--- src/rtl/ppperm_pkg.sv ---
`default_nettype none
package ppperm_pkg;

  localparam int MAX_ITEMS = 32;
  localparam int IDX_W     = $clog2(MAX_ITEMS);
  localparam int VAL_W     = $clog2(MAX_ITEMS + 1);
  localparam int CNT_W     = 6;

  localparam logic [CNT_W-1:0] RESET_COUNT = CNT_W'(8);
  localparam logic [CNT_W-1:0] MIN_COUNT   = CNT_W'(2);
  localparam logic [CNT_W-1:0] MAX_COUNT   = CNT_W'(MAX_ITEMS);

  // control broadcast to every list cell
  typedef struct packed {
    logic             reload;
    logic             shift;
    logic [IDX_W-1:0] digit;
    logic [VAL_W-1:0] load_n;
  } cell_ctrl_t;

  function automatic logic [VAL_W-1:0] clamp_count(input logic [CNT_W-1:0] v);
    logic [VAL_W-1:0] r;
    if (v < MIN_COUNT) begin
      r = VAL_W'(MIN_COUNT);
    end else if (v > MAX_COUNT) begin
      r = VAL_W'(MAX_COUNT);
    end else begin
      r = VAL_W'(v);
    end
    return r;
  endfunction

endpackage
`default_nettype wire

--- src/rtl/ppperm_cell.sv ---
`default_nettype none
module ppperm_cell (
  input  wire logic                             clk,
  input  wire ppperm_pkg::cell_ctrl_t           ctrl,
  input  wire logic [ppperm_pkg::IDX_W-1:0]     cell_idx,
  input  wire logic [ppperm_pkg::VAL_W-1:0]     right_val,
  output logic      [ppperm_pkg::VAL_W-1:0]     value,
  output logic      [ppperm_pkg::VAL_W-1:0]     hit_val
);

  logic [ppperm_pkg::VAL_W-1:0] value_r;
  logic [ppperm_pkg::VAL_W-1:0] value_nxt;
  logic [ppperm_pkg::VAL_W-1:0] idx_ext;

  assign idx_ext = ppperm_pkg::VAL_W'(cell_idx);

  always_comb begin
    value_nxt = value_r;
    if (ctrl.reload) begin
      value_nxt = (idx_ext < ctrl.load_n) ? idx_ext + ppperm_pkg::VAL_W'(1)
                                          : '0;
    end else if (ctrl.shift && (cell_idx >= ctrl.digit)) begin
      // close the gap left by the removed entry
      value_nxt = right_val;
    end
  end

  always_ff @(posedge clk) begin
    value_r <= value_nxt;
  end

  assign value   = value_r;
  assign hit_val = (cell_idx == ctrl.digit) ? value_r : '0;

endmodule
`default_nettype wire

--- src/rtl/pair_prefs_to_permutation_top.sv ---
// Latency: the word closing a block gives out_valid on the next cycle; on the
//   last block of a ranking the final item follows the cycle after the first is taken.
// Throughput: one pref word per cycle; after the last block the input stalls
//   until the first result word is taken, and it also stalls
//   while a waiting result word is held by out_stall.
// Reset (sync, active low): count 8, list cells reload with 1..n, no sweep.
`default_nettype none
module pair_prefs_to_permutation_top (
  input  wire logic                              clk,
  input  wire logic                              rst_n,
  input  wire logic                              cfg_wr_en,
  input  wire logic [ppperm_pkg::CNT_W-1:0]      cfg_wr_data,
  input  wire logic                              in_valid,
  output logic                                   in_stall,
  input  wire logic                              in_pref_bit,
  output logic                                   out_valid,
  input  wire logic                              out_stall,
  output logic      [ppperm_pkg::VAL_W-1:0]      out_item,
  output logic                                   out_last_of_seq
);

  localparam int N = ppperm_pkg::MAX_ITEMS;
  localparam int IW = ppperm_pkg::IDX_W;
  localparam int VW = ppperm_pkg::VAL_W;

  logic [ppperm_pkg::CNT_W-1:0] count_r;
  logic [IW-1:0]                pos_r, pos_nxt;
  logic [IW-1:0]                bit_r, bit_nxt;
  logic [IW-1:0]                ones_r, ones_nxt;
  logic                         out_valid_r, out_valid_nxt;
  logic [VW-1:0]                out_item_r, out_item_nxt;
  logic                         out_last_r, out_last_nxt;
  logic                         pend_valid_r, pend_valid_nxt;
  logic [VW-1:0]                pend_item_r, pend_item_nxt;

  logic [VW-1:0]                n_eff;
  logic [VW-1:0]                block_len;
  logic [IW-1:0]                ones_sum;
  logic                         accept, out_take, block_end, seq_end, restart;
  logic [VW-1:0]                sel_item, final_item;
  ppperm_pkg::cell_ctrl_t       ctrl;

  logic [VW-1:0] cell_val [N];
  logic [VW-1:0] cell_hit [N];

  assign n_eff     = ppperm_pkg::clamp_count(count_r);
  assign block_len = n_eff - VW'(pos_r) - VW'(1);
  assign ones_sum  = ones_r + IW'(in_pref_bit);
  assign block_end = (VW'(bit_r) + VW'(1)) >= block_len;
  assign seq_end   = (VW'(pos_r) + VW'(2)) >= n_eff;

  assign in_stall  = pend_valid_r | (out_valid_r & out_stall);
  assign accept    = in_valid & ~in_stall;
  assign out_take  = out_valid_r & ~out_stall;
  assign restart   = ~rst_n | cfg_wr_en | (accept & block_end & seq_end);

  always_comb begin
    ctrl.reload = restart;
    ctrl.shift  = accept & block_end;
    ctrl.digit  = ones_sum;
    if (!rst_n) begin
      ctrl.load_n = ppperm_pkg::clamp_count(ppperm_pkg::RESET_COUNT);
    end else if (cfg_wr_en) begin
      ctrl.load_n = ppperm_pkg::clamp_count(cfg_wr_data);
    end else begin
      ctrl.load_n = n_eff;
    end
  end

  for (genvar k = 0; k < N; k++) begin : g_cell
    logic [VW-1:0] right;
    if (k == N - 1) begin : g_end
      assign right = '0;
    end else begin : g_mid
      assign right = cell_val[k+1];
    end
    ppperm_cell u_cell (
      .clk       (clk),
      .ctrl      (ctrl),
      .cell_idx  (IW'(k)),
      .right_val (right),
      .value     (cell_val[k]),
      .hit_val   (cell_hit[k])
    );
  end

  always_comb begin
    sel_item = '0;
    for (int k = 0; k < N; k++) begin
      sel_item = sel_item | cell_hit[k];
    end
  end

  // two entries live on the last block: the survivor is the one not picked
  assign final_item = (ones_sum == '0) ? cell_val[1] : cell_val[0];

  always_comb begin
    pos_nxt  = pos_r;
    bit_nxt  = bit_r;
    ones_nxt = ones_r;
    if (cfg_wr_en) begin
      pos_nxt  = '0;
      bit_nxt  = '0;
      ones_nxt = '0;
    end else if (accept) begin
      if (block_end) begin
        pos_nxt  = seq_end ? '0 : pos_r + IW'(1);
        bit_nxt  = '0;
        ones_nxt = '0;
      end else begin
        bit_nxt  = bit_r + IW'(1);
        ones_nxt = ones_sum;
      end
    end
  end

  always_comb begin
    out_valid_nxt  = out_valid_r;
    out_item_nxt   = out_item_r;
    out_last_nxt   = out_last_r;
    pend_valid_nxt = pend_valid_r;
    pend_item_nxt  = pend_item_r;
    if (accept && block_end) begin
      out_valid_nxt  = 1'b1;
      out_item_nxt   = sel_item;
      out_last_nxt   = 1'b0;
      pend_valid_nxt = seq_end;
      pend_item_nxt  = final_item;
    end else if (out_take) begin
      if (pend_valid_r) begin
        out_item_nxt   = pend_item_r;
        out_last_nxt   = 1'b1;
        pend_valid_nxt = 1'b0;
      end else begin
        out_valid_nxt = 1'b0;
      end
    end
  end

  always_ff @(posedge clk) begin
    if (!rst_n) begin
      count_r      <= ppperm_pkg::RESET_COUNT;
      pos_r        <= '0;
      bit_r        <= '0;
      ones_r       <= '0;
      out_valid_r  <= 1'b0;
      out_last_r   <= 1'b0;
      pend_valid_r <= 1'b0;
    end else begin
      if (cfg_wr_en) begin
        count_r <= cfg_wr_data;
      end
      pos_r        <= pos_nxt;
      bit_r        <= bit_nxt;
      ones_r       <= ones_nxt;
      out_valid_r  <= out_valid_nxt;
      out_last_r   <= out_last_nxt;
      pend_valid_r <= pend_valid_nxt;
    end
  end

  always_ff @(posedge clk) begin
    out_item_r  <= out_item_nxt;
    pend_item_r <= pend_item_nxt;
  end

  assign out_valid       = out_valid_r;
  assign out_item        = out_item_r;
  assign out_last_of_seq = out_last_r;

`ifndef SYNTHESIS
  a_pend_needs_out: assert property (@(posedge clk) disable iff (!rst_n)
    pend_valid_r |-> out_valid_r)
    else $error("pending final word without a word in the output register");

  a_last_block_pends: assert property (@(posedge clk) disable iff (!rst_n)
    (accept && block_end && seq_end) |=> (pend_valid_r && out_valid_r && !out_last_r))
    else $error("last block did not queue the final item");

  a_last_alone: assert property (@(posedge clk) disable iff (!rst_n)
    (out_valid_r && out_last_r) |-> !pend_valid_r)
    else $error("final item shown while another word pending");

  a_pos_in_range: assert property (@(posedge clk) disable iff (!rst_n)
    ((VW'(pos_r) + VW'(2)) <= n_eff) && (ones_r <= bit_r))
    else $error("position or ones count out of range");
`endif

endmodule
`default_nettype wire
--- config.mk ---
export PLATFORM = sky130hd
export DESIGN_NAME = pair_prefs_to_permutation_top
export DESIGN_NICKNAME = d
export VERILOG_FILES = /design/src/rtl/ppperm_pkg.sv /design/src/rtl/ppperm_cell.sv /design/src/rtl/pair_prefs_to_permutation_top.sv
export SDC_FILE = /design/constraint.sdc
export NUM_CORES = 1
export LEC_CHECK = 0
export BUFFER_PORTS_ARGS = -buffer_cell sky130_fd_sc_hd__clkbuf_2
export CAP_MARGIN = 10
export CORE_MARGIN = 5
export CORE_UTILIZATION = 30
export DETAILED_ROUTE_END_ITERATION = 6
export PLACE_DENSITY_LB_ADDON = 0.1
export SYNTH_ARGS = -nofsm -noshare
export SYNTH_HDL_FRONTEND = slang
export SYNTH_SLANG_ARGS = --single-unit
--- constraint.sdc ---
create_clock -name clk -period 7.85 [get_ports clk]
set_input_delay 0.785 -clock clk [delete_from_list [all_inputs] [get_ports clk]]
set_output_delay 0.785 -clock clk [all_outputs]
set_load 0.05 [all_outputs]
# Word-level counts from Yosys, hierarchy flattened

Index checks and enable logic that the tools add are counted.

Bitwise operators: 42
Magnitude comparators: 70
Equal/unequal tests: 32
Add/subtract/negate cells: 7
Reduce and logical (&&, ||, !) cells: 74
Muxes and demuxes: 146

Operators by type and width:

| cell                | count |
|---|---|
| $mux 6              | 107 |
| $or 6x6->6          | 31 |
| $lt 5x6->1 const A  | 16 |
| $mux 5              | 19 |
| $eq 5x5->1 const A  | 16 |
| $ge 5x5->1 const A  | 16 |
| $reduce_bool 2->1   | 34 |
| $lt 4x6->1 const A  | 8 |
| $eq 4x5->1 const A  | 8 |
| $ge 4x5->1 const A  | 8 |
| $logic_and 1x1->1   | 33 |
| $mux 4              | 8 |
| $lt 3x6->1 const A  | 4 |
| $eq 3x5->1 const A  | 4 |
| $ge 3x5->1 const A  | 4 |
| $ge 6x6->1          | 2 |
| $gt 6x6->1 const B  | 2 |
| $lt 1x6->1 const A  | 2 |
| $lt 2x6->1 const A  | 2 |
| $lt 6x2->1 const B  | 2 |
| $mux 3              | 4 |
| $add 5x1->5 const B | 2 |
| $eq 2x5->1 const A  | 2 |
| $ge 1x5->1 const A  | 2 |
| other kinds (16)    | 35 |

Word-level logic and storage cells: 412
Bits in registers: 228
Bits of input ports: 12
Output and inout port bits: 9

# Longest topological paths before layout

Gate-level depths: netlist (run 1).

Depth in word-level cells: 35
Depth in mapped cells: 20
Gate-level depth less buffers: 18

# Modules after synthesis

From an unflattened synthesis (run 1), not the netlist that was laid out.

Cell total of the unflattened synthesis: 2601
Area, all modules: 22291.4 um^2

By module, submodules not included:

| module                        | cells an instance | instances | area an instance (um^2) | seq. area each (um^2) |
|---|---|---|---|---|
| ppperm_cell                   | 71                | 32        | 611.8                   | 180.2 |
| pair_prefs_to_permutation_top | 329               | 1         | 2712.6                  | 840.8 |

# Worst setup path after synthesis (run 1)

OpenSTA, ideal clock, no wires.

Kind: flip-flop to flip-flop
Start: register count_r[2] (netlist name)
End: register g_cell[1].u_cell.value_r (netlist bit g_cell[1].u_cell.value[0]) (enable)
Buffers on the path: 1
Arrival: 3.658 ns
Clock period less this slack: 4.038 ns
Cell stages (with the launch flop): 19
Path slack: 3.812 ns
Setup time: 0.380 ns
Data required time: 7.470 ns
Cell sequence: dfxtp_1 nor3_1 nor2_1 nor2_1 inv_1 ha_1 o21bai_1 a21o_1 a21o_1 a21oi_1 xnor2_1 ha_1 nor2_1 nor2_1 nand2_1 inv_2 buf_1 nand2_1 o31ai_1

Word-level cells in the longest chain between the ends: 10
Elaborated cells on any way between the ends: 13
Those cells by class: add/sub (2); order compare (4); mux (2); bitwise (3); reduce/logical (2)

Ends and longest elaborated chain:

| what                                 | line                                                                     | source |
|---|---|---|
| start, declared                      | pair_prefs_to_permutation_top.sv:26                                      | `logic [ppperm_pkg::CNT_W-1:0] count_r;` |
| start signal, assigned               | pair_prefs_to_permutation_top.sv:142                                     | `count_r <= ppperm_pkg::RESET_COUNT;` |
| start signal, assigned               | pair_prefs_to_permutation_top.sv:151                                     | `count_r <= cfg_wr_data;` |
| $gt 6x6->1                           | ppperm_pkg.sv:25                                                         | `end else if (v > MAX_COUNT) begin` |
| $mux 6                               | ppperm_pkg.sv:25                                                         |  |
| $mux 6 *                             | ppperm_pkg.sv:23                                                         | `if (v < MIN_COUNT) begin` |
| $sub 6x5->6                          | pair_prefs_to_permutation_top.sv:47                                      | `assign block_len = n_eff - VW'(pos_r) - VW'(1);` |
| $sub 6x1->6                          | pair_prefs_to_permutation_top.sv:47                                      |  |
| $ge 6x6->1                           | pair_prefs_to_permutation_top.sv:49                                      | `assign block_end = (VW'(bit_r) + VW'(1)) >= block_len;` |
| $and 1x1->1                          | pair_prefs_to_permutation_top.sv:55, pair_prefs_to_permutation_top.sv:59 |  |
| $and 1x1->1                          | pair_prefs_to_permutation_top.sv:55                                      | `assign restart = ~rst_n \| cfg_wr_en \| (accept & block_end & seq_end);` |
| $or 1x1->1                           | pair_prefs_to_permutation_top.sv:55                                      |  |
| $reduce_bool 2->1 (no source line) * | n/a                                                                      |  |
| end signal, assigned                 | ppperm_cell.sv:29                                                        | `value_r <= value_nxt;` |
| end, declared                        | ppperm_cell.sv:11                                                        | `logic [ppperm_pkg::VAL_W-1:0] value_r;` |

Mark *: on every way between the ends. The rest lies on a longest branch, timed or not.
A chain may end at the register's enable or synchronous reset.

# Worst setup path after layout (run 1)

Start: register count_r[2] (netlist name)
End: register g_cell[4].u_cell.value_r (netlist bit g_cell[4].u_cell.value[3]) (enable)

Word-level cells in the longest chain between the ends: 10
Elaborated cells on any way between the ends: 13
Those cells by class: add/sub (2); order compare (4); mux (2); bitwise (3); reduce/logical (2)

Ends and longest elaborated chain:

| what                                 | line |
|---|---|
| $gt 6x6->1                           | ppperm_pkg.sv:25 |
| $mux 6                               | ppperm_pkg.sv:25 |
| $mux 6 *                             | ppperm_pkg.sv:23 |
| $sub 6x5->6                          | pair_prefs_to_permutation_top.sv:47 |
| $sub 6x1->6                          | pair_prefs_to_permutation_top.sv:47 |
| $ge 6x6->1                           | pair_prefs_to_permutation_top.sv:49 |
| $and 1x1->1                          | pair_prefs_to_permutation_top.sv:55, pair_prefs_to_permutation_top.sv:59 |
| $and 1x1->1                          | pair_prefs_to_permutation_top.sv:55 |
| $or 1x1->1                           | pair_prefs_to_permutation_top.sv:55 |
| $reduce_bool 2->1 (no source line) * | n/a |
| end signal, assigned                 | ppperm_cell.sv:29 |
| end, declared                        | ppperm_cell.sv:11 |

Marks and branches as above.

==> results of run 1 <==
==> metal layers <==
| metal | vias up | global-route usage [%] | share of wire [%] |
|---|---|---|---|
| met1 | 4257 | 27.80 | 46 |
| met5 | - | 0 | 0 |
| li1 | 3922 | - | - |
| met4 | 0 | 5.685 | 2.9 |
| met2 | 329 | 29.61 | 45 |
| met3 | 59 | 2.258 | 5.9 |
==> cells by family (layout without fill, tap and decap cells) <==
| kind of cell | Yosys count | after routing | synth area share, % |
|---|---|---|---|
| simple gates | 426 | 426 | 19.58 |
| compound gates | 256 | 256 | 15.19 |
| flops | 208 | 208 | 53.33 |
| buf+inv | 88 | 105 | 3.344 |
| mux | 42 | 42 | 4.033 |
| fa+ha+maj | 23 | 23 | 2.689 |
| xor+xnor | 21 | 21 | 1.833 |
==> worst max-delay path: stages, from the launching register on <==
cell	delay [ns]
dfxtp_1	0.32
nor3_1	0.30
nor2_1	0.07
nor2_1	0.30
inv_1	0.14
ha_1	0.30
o21bai_1	0.07
a21o_1	0.20
xnor2_1	0.13
ha_1	0.20
a2111oi_1	0.45
o21ai_0	0.16
nand2_1	0.09
buf_4	0.28
inv_2	0.34
a21oi_4	0.24
buf_12	0.56
o21ai_0	0.54
==> cell usage after synthesis, types with 10 or more instances <==
cell | instances | area share (%)
inv_1 | 18 | 0.60
ha_1 | 21 | 2.3
mux2i_1 | 26 | 2.3
and3_1 | 15 | 0.83
nand2b_1 | 14 | 0.78
nor2_1 | 59 | 2.0
o21ai_0 | 62 | 2.8
a21oi_1 | 49 | 2.2
nand2_1 | 105 | 3.5
o21a_1 | 17 | 1.1
a31oi_1 | 12 | 0.67
and2_1 | 114 | 6.3
nor2b_1 | 11 | 0.61
edfxtp_1 | 184 | 49
nand3_1 | 49 | 2.2
clkbuf_1 | 38 | 1.3
xnor2_1 | 11 | 0.86
a21o_1 | 22 | 1.5
buf_2 | 22 | 0.98
nor3_1 | 18 | 0.80
mux2_2 | 14 | 1.4
dfxtp_1 | 24 | 4.3
a22oi_1 | 10 | 0.67
==> cell type report <==
class                   count  area, µm²
fillers                  3813      24600
flip-flops and latches    208       6006
multi-input cells         768       4917
well taps                 511      639.4
clock buffers              27      633.1
repair buffers             41      270.3
clock inverters            18      266.5
inverters                  19      71.32
==> metrics by stage <==
| stage | cell area, µm² | power (W) | hold WS, ns | setup slack (ns) |
|---|---|---|---|---|
| after global placement | 11900 | 0.001698 | 0.4387 | 2.730 |
| final | 12800 | 0.002961 | 0.4507 | 2.686 |
| after CTS | 12800 | 0.002985 | 0.4541 | 2.659 |
| after floorplan | 11260 | 0.001552 | 0.4356 | 3.812 |
| after detailed placement | 11900 | 0.001693 | 0.4461 | 2.670 |
| after global routing | 12800 | 0.003066 | 0.4675 | 2.201 |
==> worst max-delay path by stage <==
stage,from,to,cells past startpoint
2_1_floorplan,count_r[2],g_cell[1].u_cell.value[0],18
3_3_place_gp,count_r[2],g_cell[3].u_cell.value[5],17
3_5_place_dp,count_r[2],g_cell[4].u_cell.value[5],17
4_1_cts,count_r[2],g_cell[4].u_cell.value[1],17
5_1_grt,count_r[2],g_cell[18].u_cell.value[3],17
6_report,count_r[2],g_cell[4].u_cell.value[3],17
==> power breakdown <==
group          internal (W)  leakage [nW]  switching, W
Sequential          0.00132          2.16     0.0000812
Clock              0.000810         0.431      0.000477
Combinational     0.0000968          2.11      0.000181
Total               0.00222          4.71      0.000739
==> state kept, by name, indices dropped and copies added (netlist names) <==
register and count:
bit_r 5, out_item 6, ones_r 5, pos_r 5, out_last_of_seq 1, pend_valid_r 1
pend_item_r 6, count_r 6, out_valid 1, g_cell.u_cell.value 172
==> results.md, run 1 <==
* Status: complete, no violations
* Final Hold Violating Endpoints at 0
* Final worst path period share at approximately 66%
* Gr ovfl total at 0
* Most common cell after layout, fill and taps aside: edfxtp_1
* Layout cells sized above 1 at roughly a tenth
* Clk Latency, worst-skew pair at 0.55 ns
* Leak at 4.710 nW
* Placed wire-length estimate at around 29000 µm
* Arrival time worst endpoint at between 5 and 6 ns
* Yosys cell types at between 70 and 80
* CTS tree: built
* DR DRC count at 0
* Mapped Area at roughly 11000 µm²
* DR pass1 iterations at 5
* Die span in x at between 200 and 250 µm
* Routed vias/inst at roughly 5.4
* Reg2Reg Setup Slack at roughly 2.7 ns
* Core Rows at just over 70
* RSZ-0062 raised after global routing: false
* Cells after Synth at ~1100
* Sequential-to-total area share from yosys stat at 53.33%
* Post-synth EDFFs at around 180
* Hold path startpoint: ones_r[4]
* Final instance count without filler cells at between 1500 and 2000
* Crit Path Class: reg2reg
* Slew Viols, Final at 0
* Vias in the first global route at between 8000 and 9000
* Worst hold path cell count at 2
* 1st-iter DRT viols at around 940
* Setup-failing EPs final at 0
* Hold crit path type: reg2reg
* Vias at roughly 8600
* Tmin final at slightly above 5 ns
* Register bit total from synthesis at 208
* Clock transition at path regs at roughly 0.060 ns
* Syn_nets at roughly 1100
* Final TNS setup at 0 ns
* Effective utilization at floorplan at roughly 30%
* CP Capture Type: flop
* Worst Skew at between 0.02 and 0.025 ns
* Max Freq at ~190 MHz
* Most frequent cells in the layout: edfxtp_1 (184), and2_1 (114), nand2_1 (105)
* Avg WL per Cell at about 25 µm
* Die Ht at slightly above 200 µm
* Post-Syn Area per Cell at 10.58 µm²
* Synth Flop Type: edfxtp_1
* Setup bufs post-CTS at 0
* Worst hold endpoint: ones_r[4]
* Startpoint types: flop
* CTS root buffer: clkbuf_16
* Clock Sinks at about 210
* Hold Buf Count CTS at 0
* Gp weighted congestion at about 0.93
* Dpl cells at 1547
* Total CTS buffers at 25
* MaxCap Viol Count at 0
* Post-CTS Resized at 0
* Core area at 37400 µm²
* Final ANT Viol Nets at 0
* Total track usage at a little under a fifth
* Synth warnings at 0
* Worst Reg-to-Reg Cells at 17
* Port Buffers at 20
* H-tree levels at 1
* I/O Pins at 21
* Max FO, Critical Path at between 150 and 200
* R2R Path Start: count_r[2]
* First-pass GRT wire length at between 50000 and 60000 µm
* Detailed Route WL at 40100 µm
* Maximum VDD drop at ~0.14 mV
* Finished Core Util at between 30% and 40%
* Pwr/cell area at 231.3 nW/µm²
* CTS max path bufs at 3
* Least-Margin Pin Slew at around 1.1 ns
* WP data required at roughly 8 ns
* DIE AREA at slightly above 40000 µm²
* Number of diodes at 0
* Reg2Reg Capture Point: g_cell[4].u_cell.value[3]
* Fin nets at roughly 1100
* Layout area overhead at 13.70%
* Largest net degree at the start of global routing at between 150 and 200
* Async S/R FF share, synth at 0%
* Initial antenna violation count at 0
* Worst rel slew slack at between 20% and 30%
(Power assumes the default switching activity.)
==> run 2: changes to the inputs <==
clock period = 4.5 ns   (was 7.85 ns; I/O delays follow)
==> run 2 against run 1 <==
Net effect: worst setup slack worse by 2.2 ns; total power is 70% higher; clock-buffer cell count is 2 higher; register-to-register slack worse by 2.2 ns; via count is 2.3% higher.
==> results.md, run 2 (synthesis gave the netlist of run 1 again) <==
* Status: complete, no violations
* Port Buffers at 20
* Top Usage Layer GRT: met2
* First-pass GRT wire length at roughly 61000 µm
* Top delay family on crit path: compound AO/OA/AOI/OAI gates
* Fin nets at 1143
* I/O Pins at 21
* Tmin final at about 4.0 ns
* Core area at 37400 µm²
* H-tree levels at 1
* Most frequent cells in the layout: edfxtp_1 (184), and2_1 (114), nand2_1 (105)
* WP data required at 4.64 ns
* Post-CTS Resized at 0
* CTS root buffer: clkbuf_16
* Leak at 4.907 nW
* Maximum VDD drop at between 0.2 and 0.25 mV
* Vias in the first global route at roughly 8800
* Final worst path period share at 89.84%
* Setup-failing EPs final at 0
* Max Freq at roughly 250 MHz
* Critical path buffers and inverters at 3
* Clock Sinks at ~210
* Layout area overhead at 16.24%
* Pwr/cell area at between 300 and 400 nW/µm²
* MaxCap Viol Count at 0
* Arrival time worst endpoint at ~4.2 ns
* Final ANT Viol Nets at 0
* Worst rel slew slack at 21.26%
* Largest net degree at the start of global routing at 63
* Hold WS at 0.2197 ns
* Hold crit path type: in2reg
* Most common cell after layout, fill and taps aside: edfxtp_1
* CP Capture Type: flop
* Die span in x at 203.7 µm
* Crit-path most repeated cell: o21ai_0
* Clock transition at path regs at ~0.050 ns
* GR Layer Usage met1 at 27.00%
* Gr ovfl total at 0
* Met2 Use GR at a little under a third
* CP cell instances: nor3_2 -> nand2b_1 -> and3_1 -> ha_1 -> inv_1 -> fa_1 -> inv_1 -> a21o_1 -> a21oi_1 -> xor2_1 -> ha_1 -> o21ai_0 -> o21ai_0 -> nand2_1 -> buf_4 -> o21ai_0
* Crit Path Class: reg2reg
* Die Ht at between 200 and 250 µm
* Total track usage at between 10% and 20%
* Final Hold Violating Endpoints at 0
* Avg WL per Cell at roughly 25 µm
* Core Rows at 71
* Number of flip-flops in the largest register at about 170
* 1st-iter DRT viols at ~720
* Detailed Route WL at just over 40000 µm
* Final instance count without filler cells at about 1600
* CTS max path bufs at 3
* Met3 Track Usage GR at around 4%
* DR pass1 iterations at 5
* Initial antenna violation count at 0
* Layout cells sized above 1 at about 14%
* Max stage delay on crit path at 0.94 ns
* Total CTS buffers at 25
* Dpl cells at ~1600
* Max FO, Critical Path at 17
* Routed vias/inst at ~5.3
* Crit-path slowest cell: o21ai_0
* DR DRC count at 0
* Final TNS setup at 0 ns
* Startpoint types: flop
* Effective utilization at floorplan at 30.11%
* Slew Viols, Final at 0
* RSZ-0062 raised after global routing: false
* Setup bufs post-CTS at 0
* Vias at ~8800
* CTS tree: built
* Least-Margin Pin Slew at 1.169 ns
* Clk Latency, worst-skew pair at 0.54 ns
* Placed Instance Area at between 10000 and 15000 µm²
* DIE AREA at 41510 µm²
* Gp weighted congestion at slightly above 0.9
* Worst Skew at roughly 0.018 ns
* Post-route cell area at roughly 13000 µm²
* Placed wire-length estimate at slightly above 30000 µm
* Hold Buf Count CTS at 0
## run 2: power breakdown
part	internal (W)	switching [W]	total, W
clock network	0.00124	0.000818	0.00206
logic	0.000197	0.000334	0.000531
registers	0.00229	0.000139	0.00243
total	0.00373	0.00129	0.00502
## run 2: per-layer routing
| layer | share of wire, % | vias to the layer above | routed length [µm] |
|---|---|---|---|
| met2 | 45 | 327 | 18560 |
| met4 | 3.4 | 0 | 1396 |
| li1 | - | 4011 | - |
| met5 | 0 | - | 0 |
| met3 | 7.2 | 91 | 2953 |
| met1 | 44 | 4335 | 18210 |
## run 2: worst paths after layout
kind | start | to | slack (ns) | cells after the start
setup / recovery | count_r[2] | g_cell[16].u_cell.value[5] | 0.46 | 16
hold / removal | cfg_wr_data[3] | count_r[3] | 0.22 | 3
setup reg to reg | count_r[2] | g_cell[16].u_cell.value[5] | 0.46 | 16
hold reg to reg | ones_r[0] | ones_r[0] | 0.45 | 2
## run 2: final cells by class
class | count | area, µm²
inverters | 19 | 71.32
multi-input cells | 768 | 4920
clock buffers | 29 | 640.6
repair buffers | 86 | 633.1
fillers | 3807 | 24310
diodes | 2 | 5.005
clock inverters | 16 | 175.2
well taps | 511 | 639.4
flip-flops and latches | 208 | 6006
## run 2: stage by stage
step                util (%)  power (W)  setup WS, ns
floorplan                  -   0.002708        0.4623
global placement       32.78   0.002999        0.3037
detailed placement     32.78   0.002994        0.1653
CTS                    34.96   0.005065        0.1632
global route           34.99   0.005216       0.05344
finish                 35.00   0.005023        0.4571
## run 2: worst min-delay path, cell delays in order
cell and delay [ns]:
clkbuf_2 0.12, mux2i_1 0.09, nand2_1 0.06
==> run 3: changes to the inputs <==
clock period = 4.57 ns   (was 4.5 ns; I/O delays follow)
==> run 3 against run 2 <==
Net effect: maximum frequency down 3.9%; highest routed layer unchanged; critical path type unchanged; sequential cell count unchanged; total power about the same; worst setup slack worse by 0.093 ns.
==> results.md, run 3 (synthesis gave the netlist of run 1 again) <==
* Status: complete, no violations
* Core area at approximately 37000 µm²
* Crit-path most repeated cell: o21ai_0
* Least-Margin Pin Slew at 1.170 ns
* Final ANT Viol Nets at 0
* Gp weighted congestion at 0.9163
* First-pass GRT wire length at ~60000 µm
* Vias in the first global route at 8777
* Setup bufs post-CTS at 0
* Met2 Use GR at a little under a third
* Startpoint types: flop
* DR DRC count at 0
* Setup-failing EPs final at 0
* Slew Viols, Final at 0
* Placed wire-length estimate at 30860 µm
* Switching power at ~0.0013 W
* Core Rows at 71
* Fill cells at 3814
* Total track usage at between 10% and 20%
* Layout area overhead at 16.56%
* Worst Skew at 0.03521 ns
* Clock Power Share at 41.9%
* Sw Share at 25.60%
* Dpl ws at about 0.34 ns
* Die span in x at 203.7 µm
* DIE AREA at between 40000 and 50000 µm²
* Final Hold Violating Endpoints at 0
* Fin nets at 1141
* Reg2Reg Setup Slack at roughly 0.36 ns
* MaxCap Viol Count at 0
* H-tree levels at 1
* Gr ovfl total at 0
* Top Usage Layer GRT: met2
* Post-route cell area at between 10000 and 15000 µm²
* Reg power frac at 47.7%
* Die Ht at about 200 µm
* Worst rel slew slack at 21.14%
* Placed Instance Area at between 10000 and 15000 µm²
* I/O Pins at 21
* Logic pwr share at 10.3%
* Cell Int Power at between 0.003 and 0.004 W
* Clock transition at path regs at about 0.06 ns
* 1st-iter DRT viols at roughly 880
* Final TNS setup at 0 ns
* Initial antenna violation count at 0
* Crit Path Class: reg2reg
* Tmin final at roughly 4.2 ns
* Most common cell after layout, fill and taps aside: edfxtp_1
* Detailed Route WL at a little over 40000 µm
* RSZ-0062 raised after global routing: false
* GR Layer Usage met1 at 27.66%
* Avg WL per Cell at 25.01 µm
* Clock Sinks at between 200 and 250
* Effective utilization at floorplan at between 30% and 40%
* Max stage delay on crit path at 0.90 ns
* Pwr/cell area at 382.8 nW/µm²
* WP data required at roughly 4.7 ns
* Met3 Track Usage GR at about 3.4%
* CTS tree: built
* Total CTS buffers at 26
* Hold crit path type: in2reg
* Final worst path period share at approximately 90%
* Number of diodes at 0
* Final worst slack at 0.3640 ns
* Footprint of the multi-input gates at 4915 µm²
* CP cell instances: nor3_1 -> nand2b_1 -> and3_1 -> ha_1 -> inv_1 -> fa_1 -> inv_1 -> a21o_1 -> a21oi_1 -> xor2_1 -> ha_1 -> o21ai_0 -> o21ai_0 -> nand2_1 -> inv_2 -> nand2_1 -> o21ai_0
* Finished Core Util at roughly a third
* Crit-path slowest cell: o21ai_0
* Largest net degree at the start of global routing at 50
* CTS max path bufs at 3
* Leak at 4.918 nW
* Most frequent cells in the layout: edfxtp_1 (184), and2_1 (114), nand2_1 (105)
* Arrival time worst endpoint at between 4 and 5 ns
* Maximum VDD drop at 0.2443 mV
* CTS root buffer: clkbuf_16
* Layout cells sized above 1 at approximately 14%
* Vias at slightly below 9000
* CP Capture Type: flop
* Clk Latency, worst-skew pair at roughly 0.56 ns
* Reg area at between 6000 and 7000 µm²
* DR pass1 iterations at 5
* Port Buffers at 20
* Number of flip-flops in the largest register at approximately 170
* Routed vias/inst at approximately 5.3
* Max FO, Critical Path at 6
* Max Freq at ~240 MHz
run 3: cell types whose count changed in the layout (fill, tap and decap cells not counted), sizes merged:
| cell | before | now |
|---|---|---|
| clkbuf | 49 | 62 |
| clkinv | 11 | 3 |
| buf | 66 | 63 |
| diode | 2 | 0 |
| bufinv | 4 | 3 |
| inv | 20 | 19 |
run 3: cell type report:
class / count / share of cell area (%)
Tap cell: 511 / 4.871
Multi-Input combinational cell: 768 / 37.45
Clock inverter: 6 / 0.8866
Sequential cell: 208 / 45.76
Clock buffer: 42 / 5.720
Inverter: 19 / 0.5434
Timing Repair Buffer: 83 / 4.776
run 3: worst paths after layout:
path | depth (start not counted) | start | end
worst max-delay path | 17 | count_r[2] | g_cell[6].u_cell.value[5]
worst max register to register | 17 | count_r[2] | g_cell[6].u_cell.value[5]
worst min register to register | 2 | ones_r[0] | ones_r[0]
worst min-delay path | 3 | cfg_wr_data[3] | count_r[3]
run 3: what timing repair did:
item | 4_1_cts | 5_1_grt
setup endpoints to repair | 0 | 18
hold endpoints to repair | 0 | 0
gates resized for setup | 0 | 2
hold buffers | 0 | 0
run 3: metrics by stage:
stage               cells  power [W]  hold WS (ns)
global placement     1589   0.002954        0.4441
detailed placement   1589   0.002943        0.4567
global route         1637   0.005208        0.2016
CTS                  1637   0.005065        0.1767
floorplan            1064   0.002666        0.4356
finish               1637   0.005024        0.2016
run 3: layer usage:
layer | share of wire, % | vias to the layer above
li1 | - | 4012
met5 | 0 | -
met1 | 45 | 4294
met4 | 3.4 | 0
met2 | 45 | 354
met3 | 6.8 | 89
run 3: power groups by stage:
stage / combinational [W] / sequential (W) / clock, W
2_1_floorplan: 0.000321 / 0.00235 / 0
3_3_place_gp: 0.000512 / 0.00244 / 0
3_5_place_dp: 0.000510 / 0.00243 / 0
4_1_cts: 0.000512 / 0.00240 / 0.00216
5_1_grt: 0.000562 / 0.00241 / 0.00224
6_report: 0.000520 / 0.00240 / 0.00211
run 3: worst max-delay path: cells and delay by family, from the launching register on:
kind,cells,cell delay (ns)
flip-flops,1,0.32
AND/OR/NAND/NOR,5,0.96
buffers and inverters,3,0.27
AO/OA/AOI/OAI,5,1.51
XOR/XNOR,1,0.10
adder cells (fa/ha/maj),3,0.69
